**src/hw/rtl/contiguous_fit_allocator_core_macros.svh**
```systemverilog
// Assertion helpers used by the allocator core RTL.
`ifndef CONTIGUOUS_FIT_ALLOCATOR_CORE_MACROS_SVH
`define CONTIGUOUS_FIT_ALLOCATOR_CORE_MACROS_SVH

// Check that a condition holds on every clock edge out of reset.
`define CFA_ASSERT_ALWAYS(label, expr, msg) \
    label: assert property (@(posedge aclk) disable iff (!aresetn) (expr)) else $error(msg);

// Check that a condition in one cycle forces another in the next cycle.
`define CFA_ASSERT_NEXT(label, ante, cons, msg) \
    label: assert property (@(posedge aclk) disable iff (!aresetn) (ante) |=> (cons)) \
        else $error(msg);

`endif

```
**src/hw/rtl/cfa_pkg.sv**
```systemverilog
`timescale 1ns / 1ps
package cfa_pkg;

    localparam int UNITS = 128;
    localparam int AW    = $clog2(UNITS);
    localparam int UW    = $clog2(UNITS + 1);
    localparam int HW    = $clog2((UNITS + 1) / 2 + 1);
    localparam int CMPW  = (UW > 8) ? UW : 8;

    localparam int ID_W   = 8;
    localparam int SIZE_W = 8;
    localparam int SW_W   = 2;
    localparam int POS_W  = 7;
    localparam int RC_W   = 8;
    localparam int HC_W   = 7;
    localparam int UU_W   = 8;
    localparam int IN_DATA_W  = 24;
    localparam int OUT_DATA_W = 56;

    typedef enum logic [1:0] {
        FIT_FIRST = 2'd0,
        FIT_BEST  = 2'd1,
        FIT_NEXT  = 2'd2,
        FIT_WORST = 2'd3
    } fit_mode_t;

    typedef enum logic [1:0] {
        OUT_LOADED    = 2'd0,
        OUT_REQUEUE   = 2'd1,
        OUT_FINISHED  = 2'd2,
        OUT_TOO_LARGE = 2'd3
    } outcome_t;

    typedef enum logic [2:0] {
        ST_IDLE,
        ST_SCAN,
        ST_DECIDE,
        ST_PASS,
        ST_DONE
    } state_t;

    typedef struct packed {
        logic [ID_W-1:0] id;
        logic [AW-1:0]   rs;
        logic [AW-1:0]   re;
        logic [SW_W-1:0] swaps;
    } fifo_entry_t;

endpackage

```
**src/hw/rtl/cfa_fifo.sv**
```systemverilog
`timescale 1ns / 1ps
module cfa_fifo (
    input  logic                 aclk,
    input  logic                 wr_en,
    input  logic [cfa_pkg::AW-1:0] wr_addr,
    input  cfa_pkg::fifo_entry_t wr_data,
    input  logic [cfa_pkg::AW-1:0] rd_addr,
    output cfa_pkg::fifo_entry_t rd_data
);
    import cfa_pkg::*;

    fifo_entry_t mem [UNITS];
    fifo_entry_t rd_data_reg;

    always_ff @(posedge aclk) begin
        if (wr_en) begin
            mem[wr_addr] <= wr_data;
        end
    end

    always_ff @(posedge aclk) begin
        rd_data_reg <= mem[rd_addr];
    end

    assign rd_data = rd_data_reg;

endmodule

```
**src/hw/rtl/contiguous_fit_allocator_core.sv**
```systemverilog
`timescale 1ns / 1ps
// Contiguous fit allocator. Each request transaction (process id, size, swap
// count) is placed into a hole of a 128-unit occupancy map by first, best,
// next or worst fit, chosen by fit_mode; when nothing fits, the oldest
// resident region is evicted and reported instead, and with nothing resident
// the request is reported as too large. One result transaction follows each
// request. One shared compare unit walks the map a unit per cycle to find
// the hole (next fit rescans from unit 0 when nothing fits above its
// position), then a second walk, again a unit per cycle, marks or frees the
// region and counts holes and used units. s_tready is high only between
// requests; a finished result sits in the output register, so the next
// request is taken while it waits. Write fit_mode only while the block is
// idle.
module contiguous_fit_allocator_core (
    input  logic        aclk,
    input  logic        aresetn,
    // fit_mode register
    input  logic        cfg_wr_en,
    input  logic [1:0]  cfg_wr_data,
    // request: [7:0] proc_id, [15:8] req_size, [17:16] swap_count
    input  logic        s_tvalid,
    output logic        s_tready,
    input  logic [cfa_pkg::IN_DATA_W-1:0]  s_tdata,
    // result: [1:0] outcome, [8:2] region_start, [15:9] region_end,
    // [23:16] victim_id, [25:24] victim_swaps, [33:26] resident_count,
    // [40:34] hole_count, [48:41] used_units
    output logic        m_tvalid,
    input  logic        m_tready,
    output logic [cfa_pkg::OUT_DATA_W-1:0] m_tdata
);
    import cfa_pkg::*;

    state_t state_reg, state_next;
    fit_mode_t mode_reg;

    logic [UNITS-1:0] occ_reg, occ_next;
    logic [UW-1:0] u_reg, u_next;
    logic [UW-1:0] run_reg, run_next;
    logic [AW-1:0] start_reg, start_next;
    logic [AW-1:0] pick_reg, pick_next;
    logic [UW-1:0] pick_len_reg, pick_len_next;
    logic pick_ok_reg, pick_ok_next;
    logic rescan_reg, rescan_next;

    logic [ID_W-1:0] id_reg, id_next;
    logic [SIZE_W-1:0] size_reg, size_next;
    logic [SW_W-1:0] sw_reg, sw_next;

    logic [AW-1:0] head_reg, head_next, tail_reg, tail_next, nfp_reg, nfp_next;
    logic [UW-1:0] count_reg, count_next;

    logic [AW-1:0] lo_reg, lo_next, hi_reg, hi_next;
    logic act_reg, act_next, val_reg, val_next;
    logic in_hole_reg, in_hole_next;
    logic [HW-1:0] holes_reg, holes_next;
    logic [UW-1:0] used_reg, used_next;

    outcome_t outcome_reg, outcome_next;
    logic [ID_W-1:0] vid_reg, vid_next;
    logic [SW_W-1:0] vsw_reg, vsw_next;

    logic m_tvalid_reg, m_tvalid_next;
    logic [OUT_DATA_W-1:0] m_tdata_reg, m_tdata_next;

    logic fifo_wr;
    fifo_entry_t fifo_wdata, fifo_rdata;

    // shared compare unit signals
    logic [AW-1:0] idx;
    logic unit_free, run_fits, first_policy, bit_new, in_range;
    logic [SIZE_W-1:0] eff_size;

    cfa_fifo u_fifo (
        .aclk   (aclk),
        .wr_en  (fifo_wr),
        .wr_addr(tail_reg),
        .wr_data(fifo_wdata),
        .rd_addr(head_reg),
        .rd_data(fifo_rdata)
    );

    assign idx = u_reg[AW-1:0];
    assign unit_free = (u_reg < UW'(UNITS)) && !occ_reg[idx];
    assign run_fits = (CMPW'(run_reg) >= CMPW'(size_reg)) && (run_reg != '0);
    assign first_policy = (mode_reg != FIT_BEST) && (mode_reg != FIT_WORST);
    assign in_range = act_reg && (idx >= lo_reg) && (idx <= hi_reg);
    assign bit_new = in_range ? val_reg : occ_reg[idx];
    assign eff_size = (s_tdata[15:8] == '0) ? SIZE_W'(1) : s_tdata[15:8];

    assign s_tready = (state_reg == ST_IDLE);
    assign m_tvalid = m_tvalid_reg;
    assign m_tdata  = m_tdata_reg;

    always_ff @(posedge aclk) begin
        if (!aresetn) begin
            state_reg    <= ST_IDLE;
            mode_reg     <= FIT_FIRST;
            occ_reg      <= '0;
            head_reg     <= '0;
            tail_reg     <= '0;
            count_reg    <= '0;
            nfp_reg      <= '0;
            m_tvalid_reg <= 1'b0;
        end else begin
            state_reg    <= state_next;
            if (cfg_wr_en) begin
                mode_reg <= fit_mode_t'(cfg_wr_data);
            end
            occ_reg      <= occ_next;
            head_reg     <= head_next;
            tail_reg     <= tail_next;
            count_reg    <= count_next;
            nfp_reg      <= nfp_next;
            m_tvalid_reg <= m_tvalid_next;
        end
    end

    // payload registers, no reset
    always_ff @(posedge aclk) begin
        u_reg        <= u_next;
        run_reg      <= run_next;
        start_reg    <= start_next;
        pick_reg     <= pick_next;
        pick_len_reg <= pick_len_next;
        pick_ok_reg  <= pick_ok_next;
        rescan_reg   <= rescan_next;
        id_reg       <= id_next;
        size_reg     <= size_next;
        sw_reg       <= sw_next;
        lo_reg       <= lo_next;
        hi_reg       <= hi_next;
        act_reg      <= act_next;
        val_reg      <= val_next;
        in_hole_reg  <= in_hole_next;
        holes_reg    <= holes_next;
        used_reg     <= used_next;
        outcome_reg  <= outcome_next;
        vid_reg      <= vid_next;
        vsw_reg      <= vsw_next;
        m_tdata_reg  <= m_tdata_next;
    end

    always_comb begin
        state_next    = state_reg;
        occ_next      = occ_reg;
        u_next        = u_reg;
        run_next      = run_reg;
        start_next    = start_reg;
        pick_next     = pick_reg;
        pick_len_next = pick_len_reg;
        pick_ok_next  = pick_ok_reg;
        rescan_next   = rescan_reg;
        id_next       = id_reg;
        size_next     = size_reg;
        sw_next       = sw_reg;
        head_next     = head_reg;
        tail_next     = tail_reg;
        count_next    = count_reg;
        nfp_next      = nfp_reg;
        lo_next       = lo_reg;
        hi_next       = hi_reg;
        act_next      = act_reg;
        val_next      = val_reg;
        in_hole_next  = in_hole_reg;
        holes_next    = holes_reg;
        used_next     = used_reg;
        outcome_next  = outcome_reg;
        vid_next      = vid_reg;
        vsw_next      = vsw_reg;
        m_tdata_next  = m_tdata_reg;
        m_tvalid_next = m_tvalid_reg && !m_tready;
        fifo_wr       = 1'b0;
        fifo_wdata    = '{id: id_reg, rs: pick_reg,
                          re: AW'(pick_reg + AW'(size_reg) - AW'(1)), swaps: sw_reg};

        unique case (state_reg)
            ST_IDLE: begin
                if (s_tvalid) begin
                    id_next      = s_tdata[7:0];
                    size_next    = eff_size;
                    sw_next      = s_tdata[17:16];
                    run_next     = '0;
                    start_next   = '0;
                    pick_ok_next = 1'b0;
                    rescan_next  = 1'b0;
                    u_next       = (mode_reg == FIT_NEXT) ? UW'(nfp_reg) : '0;
                    // oversize never fits: go straight to eviction, or to too large when nothing is resident
                    state_next   = (CMPW'(eff_size) > CMPW'(UNITS)) ? ST_DECIDE : ST_SCAN;
                end
            end
            ST_SCAN: begin
                u_next = u_reg + UW'(1);
                if (unit_free) begin
                    if (run_reg == '0) begin
                        start_next = idx;
                    end
                    run_next = run_reg + UW'(1);
                end else begin
                    run_next = '0;
                    if (run_fits) begin
                        if (first_policy) begin
                            pick_next    = start_reg;
                            pick_ok_next = 1'b1;
                            state_next   = ST_DECIDE;
                        end else if (!pick_ok_reg ||
                                     (mode_reg == FIT_BEST && run_reg < pick_len_reg) ||
                                     (mode_reg == FIT_WORST && run_reg > pick_len_reg)) begin
                            pick_next     = start_reg;
                            pick_len_next = run_reg;
                            pick_ok_next  = 1'b1;
                        end
                    end
                end
                if (u_reg == UW'(UNITS) && !(run_fits && first_policy)) begin
                    // next fit found nothing above the position: rescan from unit 0
                    if (mode_reg == FIT_NEXT && !rescan_reg) begin
                        u_next      = '0;
                        run_next    = '0;
                        rescan_next = 1'b1;
                    end else begin
                        state_next = ST_DECIDE;
                    end
                end
            end
            ST_DECIDE: begin
                if (pick_ok_reg) begin
                    fifo_wr      = 1'b1;
                    lo_next      = pick_reg;
                    hi_next      = fifo_wdata.re;
                    act_next     = 1'b1;
                    val_next     = 1'b1;
                    tail_next    = (tail_reg == AW'(UNITS - 1)) ? '0 : tail_reg + AW'(1);
                    if (count_reg < UW'(UNITS)) begin
                        count_next = count_reg + UW'(1);
                    end
                    nfp_next     = fifo_wdata.re;
                    outcome_next = OUT_LOADED;
                    vid_next     = '0;
                    vsw_next     = '0;
                end else if (count_reg != '0) begin
                    lo_next    = fifo_rdata.rs;
                    hi_next    = fifo_rdata.re;
                    act_next   = 1'b1;
                    val_next   = 1'b0;
                    vid_next   = fifo_rdata.id;
                    head_next  = (head_reg == AW'(UNITS - 1)) ? '0 : head_reg + AW'(1);
                    count_next = count_reg - UW'(1);
                    if (fifo_rdata.swaps >= SW_W'(2)) begin
                        outcome_next = OUT_FINISHED;
                        vsw_next     = SW_W'(3);
                    end else begin
                        outcome_next = OUT_REQUEUE;
                        vsw_next     = fifo_rdata.swaps + SW_W'(1);
                    end
                end else begin
                    lo_next      = '0;
                    hi_next      = '0;
                    act_next     = 1'b0;
                    val_next     = 1'b0;
                    outcome_next = OUT_TOO_LARGE;
                    vid_next     = '0;
                    vsw_next     = '0;
                end
                u_next       = '0;
                in_hole_next = 1'b0;
                holes_next   = '0;
                used_next    = '0;
                state_next   = ST_PASS;
            end
            ST_PASS: begin
                // update one unit and count holes and used units
                occ_next[idx] = bit_new;
                in_hole_next  = !bit_new;
                if (!bit_new && !in_hole_reg) begin
                    holes_next = holes_reg + HW'(1);
                end
                if (bit_new) begin
                    used_next = used_reg + UW'(1);
                end
                u_next = u_reg + UW'(1);
                if (u_reg == UW'(UNITS - 1)) begin
                    state_next = ST_DONE;
                end
            end
            ST_DONE: begin
                if (!m_tvalid_reg || m_tready) begin
                    m_tvalid_next = 1'b1;
                    m_tdata_next  = '0;
                    m_tdata_next[1:0]   = outcome_reg;
                    m_tdata_next[8:2]   = (outcome_reg == OUT_TOO_LARGE) ? '0 : POS_W'(lo_reg);
                    m_tdata_next[15:9]  = (outcome_reg == OUT_TOO_LARGE) ? '0 : POS_W'(hi_reg);
                    m_tdata_next[23:16] = vid_reg;
                    m_tdata_next[25:24] = vsw_reg;
                    m_tdata_next[33:26] = RC_W'(count_reg);
                    m_tdata_next[40:34] = HC_W'(holes_reg);
                    m_tdata_next[48:41] = UU_W'(used_reg);
                    state_next = ST_IDLE;
                end
            end
            default: state_next = ST_IDLE;
        endcase
    end

`include "contiguous_fit_allocator_core_macros.svh"

    `CFA_ASSERT_ALWAYS(a_count_bound, count_reg <= UW'(UNITS), "resident count above map size")
    `CFA_ASSERT_NEXT(a_busy_after_accept, s_tvalid && s_tready, !s_tready, "accepted while busy")
    `CFA_ASSERT_ALWAYS(a_loaded_no_victim,
        !(state_reg == ST_DONE && outcome_reg == OUT_LOADED) || vid_reg == '0,
        "loaded result carries a victim id")

endmodule
```
**config.mk**
```make
export PLATFORM = sky130hd
export DESIGN_NAME = contiguous_fit_allocator_core
export DESIGN_NICKNAME = d
export VERILOG_FILES = /design/src/hw/rtl/cfa_pkg.sv /design/src/hw/rtl/cfa_fifo.sv /design/src/hw/rtl/contiguous_fit_allocator_core.sv
export VERILOG_INCLUDE_DIRS = /design/src /design/src/hw/rtl
export SDC_FILE = /design/constraint.sdc
export NUM_CORES = 2
export LEC_CHECK = 0
export BUFFER_PORTS_ARGS = -buffer_cell sky130_fd_sc_hd__buf_2
export CORE_UTILIZATION = 37
export CTS_CLUSTER_DIAMETER = 30
export DETAILED_ROUTE_END_ITERATION = 6
export PLACE_DENSITY = 0.51
export SYNTH_ARGS = -nofsm -noshare
export SYNTH_HDL_FRONTEND = slang
export SYNTH_HIERARCHICAL = 1
export SYNTH_SLANG_ARGS = --single-unit
```
**constraint.sdc**
```tcl
create_clock -name aclk -period 9 [get_ports aclk]
set_clock_uncertainty 0.2 [all_clocks]
set_input_delay 0.9 -clock aclk [delete_from_list [all_inputs] [get_ports aclk]]
set_output_delay 0.9 -clock aclk [all_outputs]
set_load 0.01 [all_outputs]
```
### Word-level counts from Yosys, hierarchy flattened

Memory sizes are Yosys's and may differ from the RTL's. A register that Yosys moved wholly into a read port is not among the register bits.
Index checks and enable logic that the tools add are counted.

* multiplexer cells: 66
* $add $sub $neg: 11
* $lt $le $gt $ge: 11
* reduce and logical (&&, ||, !) cells: 50
* equality and inequality tests: 27
* bitwise logic cells: 4

Operator list (count)
* bitwise mux 128 bit: 1
* two-way mux 8 bit: 12
* two-way mux 7 bit: 13
* adder 8 x 1 -> 8 bit, second input constant: 4
* case mux 8 bit (2 select lines): 2
* case mux 8 bit (4 select lines): 1
* case mux 7 bit (2 select lines): 2
* two-way mux 3 bit: 8
* inequality test 2 bit, second input constant: 12
* adder 7 x 1 -> 7 bit, second input constant: 3
* two-way mux 1 bit: 17
* zero test 8 bit: 2
* less-than comparator 8 bit, second input constant: 2
* nonzero test 8 bit: 2
* case mux 3 bit (5 select lines): 1
* equality test 7 bit, second input constant: 2
* AND reduction 2 bit: 7
* logical AND 1 bit: 13
* AND reduction 4 bit: 3
* AND reduction 5 bit: 2
* AND reduction 3 bit: 3
* equality test 8 x 7 -> 1 bit, second input constant: 1
* equality test 8 bit, second input constant: 1
* greater-or-equal comparator 8 bit: 1
* other kinds (30): 54

* memories: 1
* bits in writable memories: 3072
* input port bits: 31
* output and inout port bits: 58
* register bits after elaboration: 314

Memories
* u_fifo.mem: depth 128, bits a word 24, rd ports 1, clocked after Yosys merged registers in 1, write ports 1, line cfa_fifo.sv:12 `fifo_entry_t mem [UNITS];`

### Depth between registers and ports, before layout

* depth after elaboration: 9
* gate-level depth with buffers: 16
* mapped depth without buffers: 12

### Hierarchy

Netlist, hierarchy kept.

By module, submodules not included
* cfa_fifo: area an instance 117381.3 µm², cells each 4538, times used 1
* contiguous_fit_allocator_core: area an instance 17202.7 µm², cells each 1783, times used 1

### Worst setup path before layout

Ideal clock, no wire load.

* path kind: register to register
* start: register pick_reg[1]
* end: memory u_fifo/mem[0][7] in the netlist's numbering (data pin)
* arrival: 6.902 ns
* setup time: 0.941 ns
* slack: 0.956 ns
* stages on the path, launching flop included: 11
* path buffers: 0
* cells stage by stage: edfxtp_1 inv_1 ha_1 inv_1 ha_1 inv_1 fa_1 inv_1 a21o_1 a21oi_1 xnor2_1

RTL lines
* from (decl): line contiguous_fit_allocator_core.sv:40 `logic [AW-1:0] pick_reg, pick_next;`
* from (signal assigned): line contiguous_fit_allocator_core.sv:123 `pick_reg <= pick_next;`
* to (decl): line cfa_fifo.sv:12

### Worst setup path after layout

* start: register state_reg[2]
* end: memory u_fifo/mem[2][0] in the netlist's numbering, enable pin

* cells in the longest elaborated chain, start to end: 4

RTL lines
* from (decl): line contiguous_fit_allocator_core.sv:33 `state_t state_reg, state_next;`
* from (signal assigned): line contiguous_fit_allocator_core.sv:105 `state_reg <= state_next;`
* equality test 3 x 2 -> 1 bit: line contiguous_fit_allocator_core.sv:176 `unique case (state_reg)`
* two-way mux 1 bit: line contiguous_fit_allocator_core.sv:176
* two-way mux 1 bit: line cfa_fifo.sv:16 `if (wr_en) begin`
* two-way mux 1 bit (implied by the code): line cfa_fifo.sv:17 `mem[wr_addr] <= wr_data;`

No other way between the ends.

==> flow_summary.toml <==
[outcome]
outcome = "finished, final reports clean"

[clocking]
clkLatencyLatePin_ps = 1040
tritoncts = "done"
max-clock-path-buffers = 4
numCtsBuffers = 696
htree_levels = 6
clk_pin_slew_worst_paths_ps = 50
cts.sinks = 3410
cts-resized-gates = 0
cts-root-buf = "clkbuf_16"
cts_setup_buffers = 0

[setup_path]
endpoint_kind = "flip-flop"
timing.rr.end = "u_fifo/mem[2][0]$_DFFE_PP_"
reg2reg_slack_ps = 2780
r2r_cells = 10
critPathKind = "reg2reg"
rr_startpoint = "state_reg[2]$_SDFFE_PN0P_"
worstPathArrival_ps = 6630
cp-start-kind = "flip-flop"
cp.required_ps = 9410
worstPathMaxFanout = 31

[power]
peakVddDrop_v = 0.000298
netSwitchingFraction_pct = 26.4
p_comb_share_pct = 12.8
p_seq_share_pct = 38.0
pwr-share-clk_pct = 49.2
p_per_area_mw_per_mm2 = 309
power.switching_mw = 13.5
p_int_mw = 37.6
leakage_nw = 50.8
power_mw = 51.1

[hold_path]
holdPathEnd = "m_tvalid$_SDFF_PN0_"
hold_path.startpoint = "m_tready"
hp-class = "in2reg"
holdPathStages = 3

[placement]
place_area_mm2 = 0.142
io_buffers = 75
gp_congestion = 0.767
post-place-ws_ps = 2970
dpl.hpwl_um = 195000

[die]
die_area_mm2 = 0.366
initial_core_util_pct = 37.2
pin_count = 89
core_region_area_mm2 = 0.362
die_x_um = 605
die_h_um = 605
fp-row-count = 221

[sta]
fmax_ghz = 0.161
setup_slack_ps = 2780
rsz0062_at_grt = "no"
final_max_slew_viol_count = 0
setup_viol = 0
maxSlewHeadroom_pct = 9.70
tightest_slew_ps = 1350
min_period_over_period_pct = 69.1
setup_tns_ps = 0
final_hold_viol_count = 0
fin_crit_ps = 6220

[grt]
antenna_found_initial = 33
grt_use_total_pct = 19.8
grt_pass1_vias = 70900
grt_max_degree = 139
grt_pass1_wl_um = 519000
grt-ovfl-total = 0

[synthesis]
yosysTopAreaCellShare_pct = 71.9
ys_seq_area_share_pct = 74.7
yosys.area.top_type = "edfxtp_1"
synthFlopType = "edfxtp_1"
synthTopCellsByArea = "edfxtp_1, mux4_2, dfxtp_1"
yosys_warnings = 6
synth_edf_count = 3223
async_flop_share_pct = 0
synth_area_mm2 = 0.135
ys_top_cells_by_count = "edfxtp_1, mux4_2, clkbuf_1, nor2_1, nand2_1"
synth_cell_types = 65
yosysMostFrequentCell = "edfxtp_1"
syn_inst = 6321
synth-seq-cells = 3410
synth.avg_cell_area_um2 = 21.3

[cells_and_area]
drive_gt1_share_pct = 36.0
post-route-cell-area_mm2 = 0.165
largest_reg_flops = 3072
final_util_pct = 45.6
layout.nets = 6920
fillCellCount = 30300
area_growth_pct = 22.8

[detailed_routing]
dr.pass1.iters = 7
post_drt_wl_per_cell_um = 29.8
post_drt_via_cell_ratio = 5.59
num_vias = 68400
final_antenna_net_count = 0
drc = 0
wirelength_um = 365000
drt_iter0_drc = 6960

[job]
drv_cap = 0
==> repair_timing <==
| item | in CTS | in global routing |
|---|---|---|
| endpoints found under the setup margin | 0 | 0 |
| hold endpoints to repair | 20 | 0 |
| hold buffers | 22 | 0 |
==> area by class of cell <==
class	instances	area (um2)	share of cell area, %
antenna	19	47.5	0.0288
clock buffer	814	18200	11.0
clock inverter	477	5190	3.14
inverter	68	260	0.157
multi-input combinational	2409	33100	20.0
sequential	3410	101000	60.8
tap	4794	6000	3.63
timing repair buffer	247	1940	1.17
==> critical path, stage by stage (launching register included) <==
cell,delay [ps]
dfxtp_1,390
nand2b_1,240
inv_1,200
nand2_1,160
inv_1,80
buf_4,460
nand2_1,590
inv_1,900
nor2b_1,470
nand2_2,790
nor2_4,1220
==> cells in the final DEF (no fill, tap or decap), types with 64 or more instances in the layout <==
cell,count
nand4_1,138
dfxtp_1,181
clkinv_1,113
mux4_2,1040
clkbuf_16,706
nor2_4,119
edfxtp_1,3223
a31o_2,123
buf_2,74
nand3_1,155
buf_4,133
clkinvlp_4,72
clkinv_2,108
bufinv_16,73
nand2_1,207
o311ai_0,114
nor2_1,97
clkbuf_1,93
inv_1,64
==> power groups by stage <==
stage               Clock, mW  Combinational, mW  Sequential, mW
finish                   25.1               6.54            19.4
global route             26.3               6.98            19.4
detailed placement          0               6.59            19.7
CTS                      25.5               6.61            19.4
floorplan                   0               3.89            20.0
global placement            0               6.39            19.7
==> worst max path at each step <==
stage	startpoint	end	slack, ps	depth (start not counted)
finish	state_reg[2]$_SDFFE_PN0P_	u_fifo/mem[2][0]$_DFFE_PP_	2780	10
floorplan	pick_reg[1]$_DFFE_PP_	u_fifo/mem[0][7]$_DFFE_PP_	960	10
global route	state_reg[2]$_SDFFE_PN0P_	u_fifo/mem[10][16]$_DFFE_PP_	2620	10
CTS	state_reg[2]$_SDFFE_PN0P_	u_fifo/mem[10][16]$_DFFE_PP_	2890	10
global placement	state_reg[2]$_SDFFE_PN0P_	u_fifo/mem[34][14]$_DFFE_PP_	3090	10
detailed placement	state_reg[2]$_SDFFE_PN0P_	u_fifo/mem[10][6]$_DFFE_PP_	2970	10
==> cells by family (layout without fill, tap and decap cells) <==
logic type,count (synthesis),in the layout,synth area share (%)
DFF,3410,3410,74.7
muxes,1073,1073,17.7
and+or+nand+nor,830,830,2.90
buffers and inverters,508,1606,1.56
AOI/OAI and AO/OA,397,397,2.33
adders and majority gates,57,57,0.541
xor gates and xnor gates,45,45,0.293
other,1,26,0.00279
==> metal layers <==
layer  up-vias  part of all wire (%)  wire (um)  track usage (%)
met5         -                 0.011         40                0
met4         6                   2.2       8170             5.10
met3       561                   5.7      20800             3.17
met2      2323                    49     179000             32.5
met1     37400                    43     157000             27.5
li1      28200                     -          -                -
==> per-stage QoR <==
stage / hold WS [ps] / cells
detailed placement: 205 / 10900
global route: 68.2 / 12200
CTS: 14.5 / 12200
finish: 108 / 12200
global placement: 202 / 10900
floorplan: 200 / 6327
Note: power is estimated with default switching activity, not from simulation.
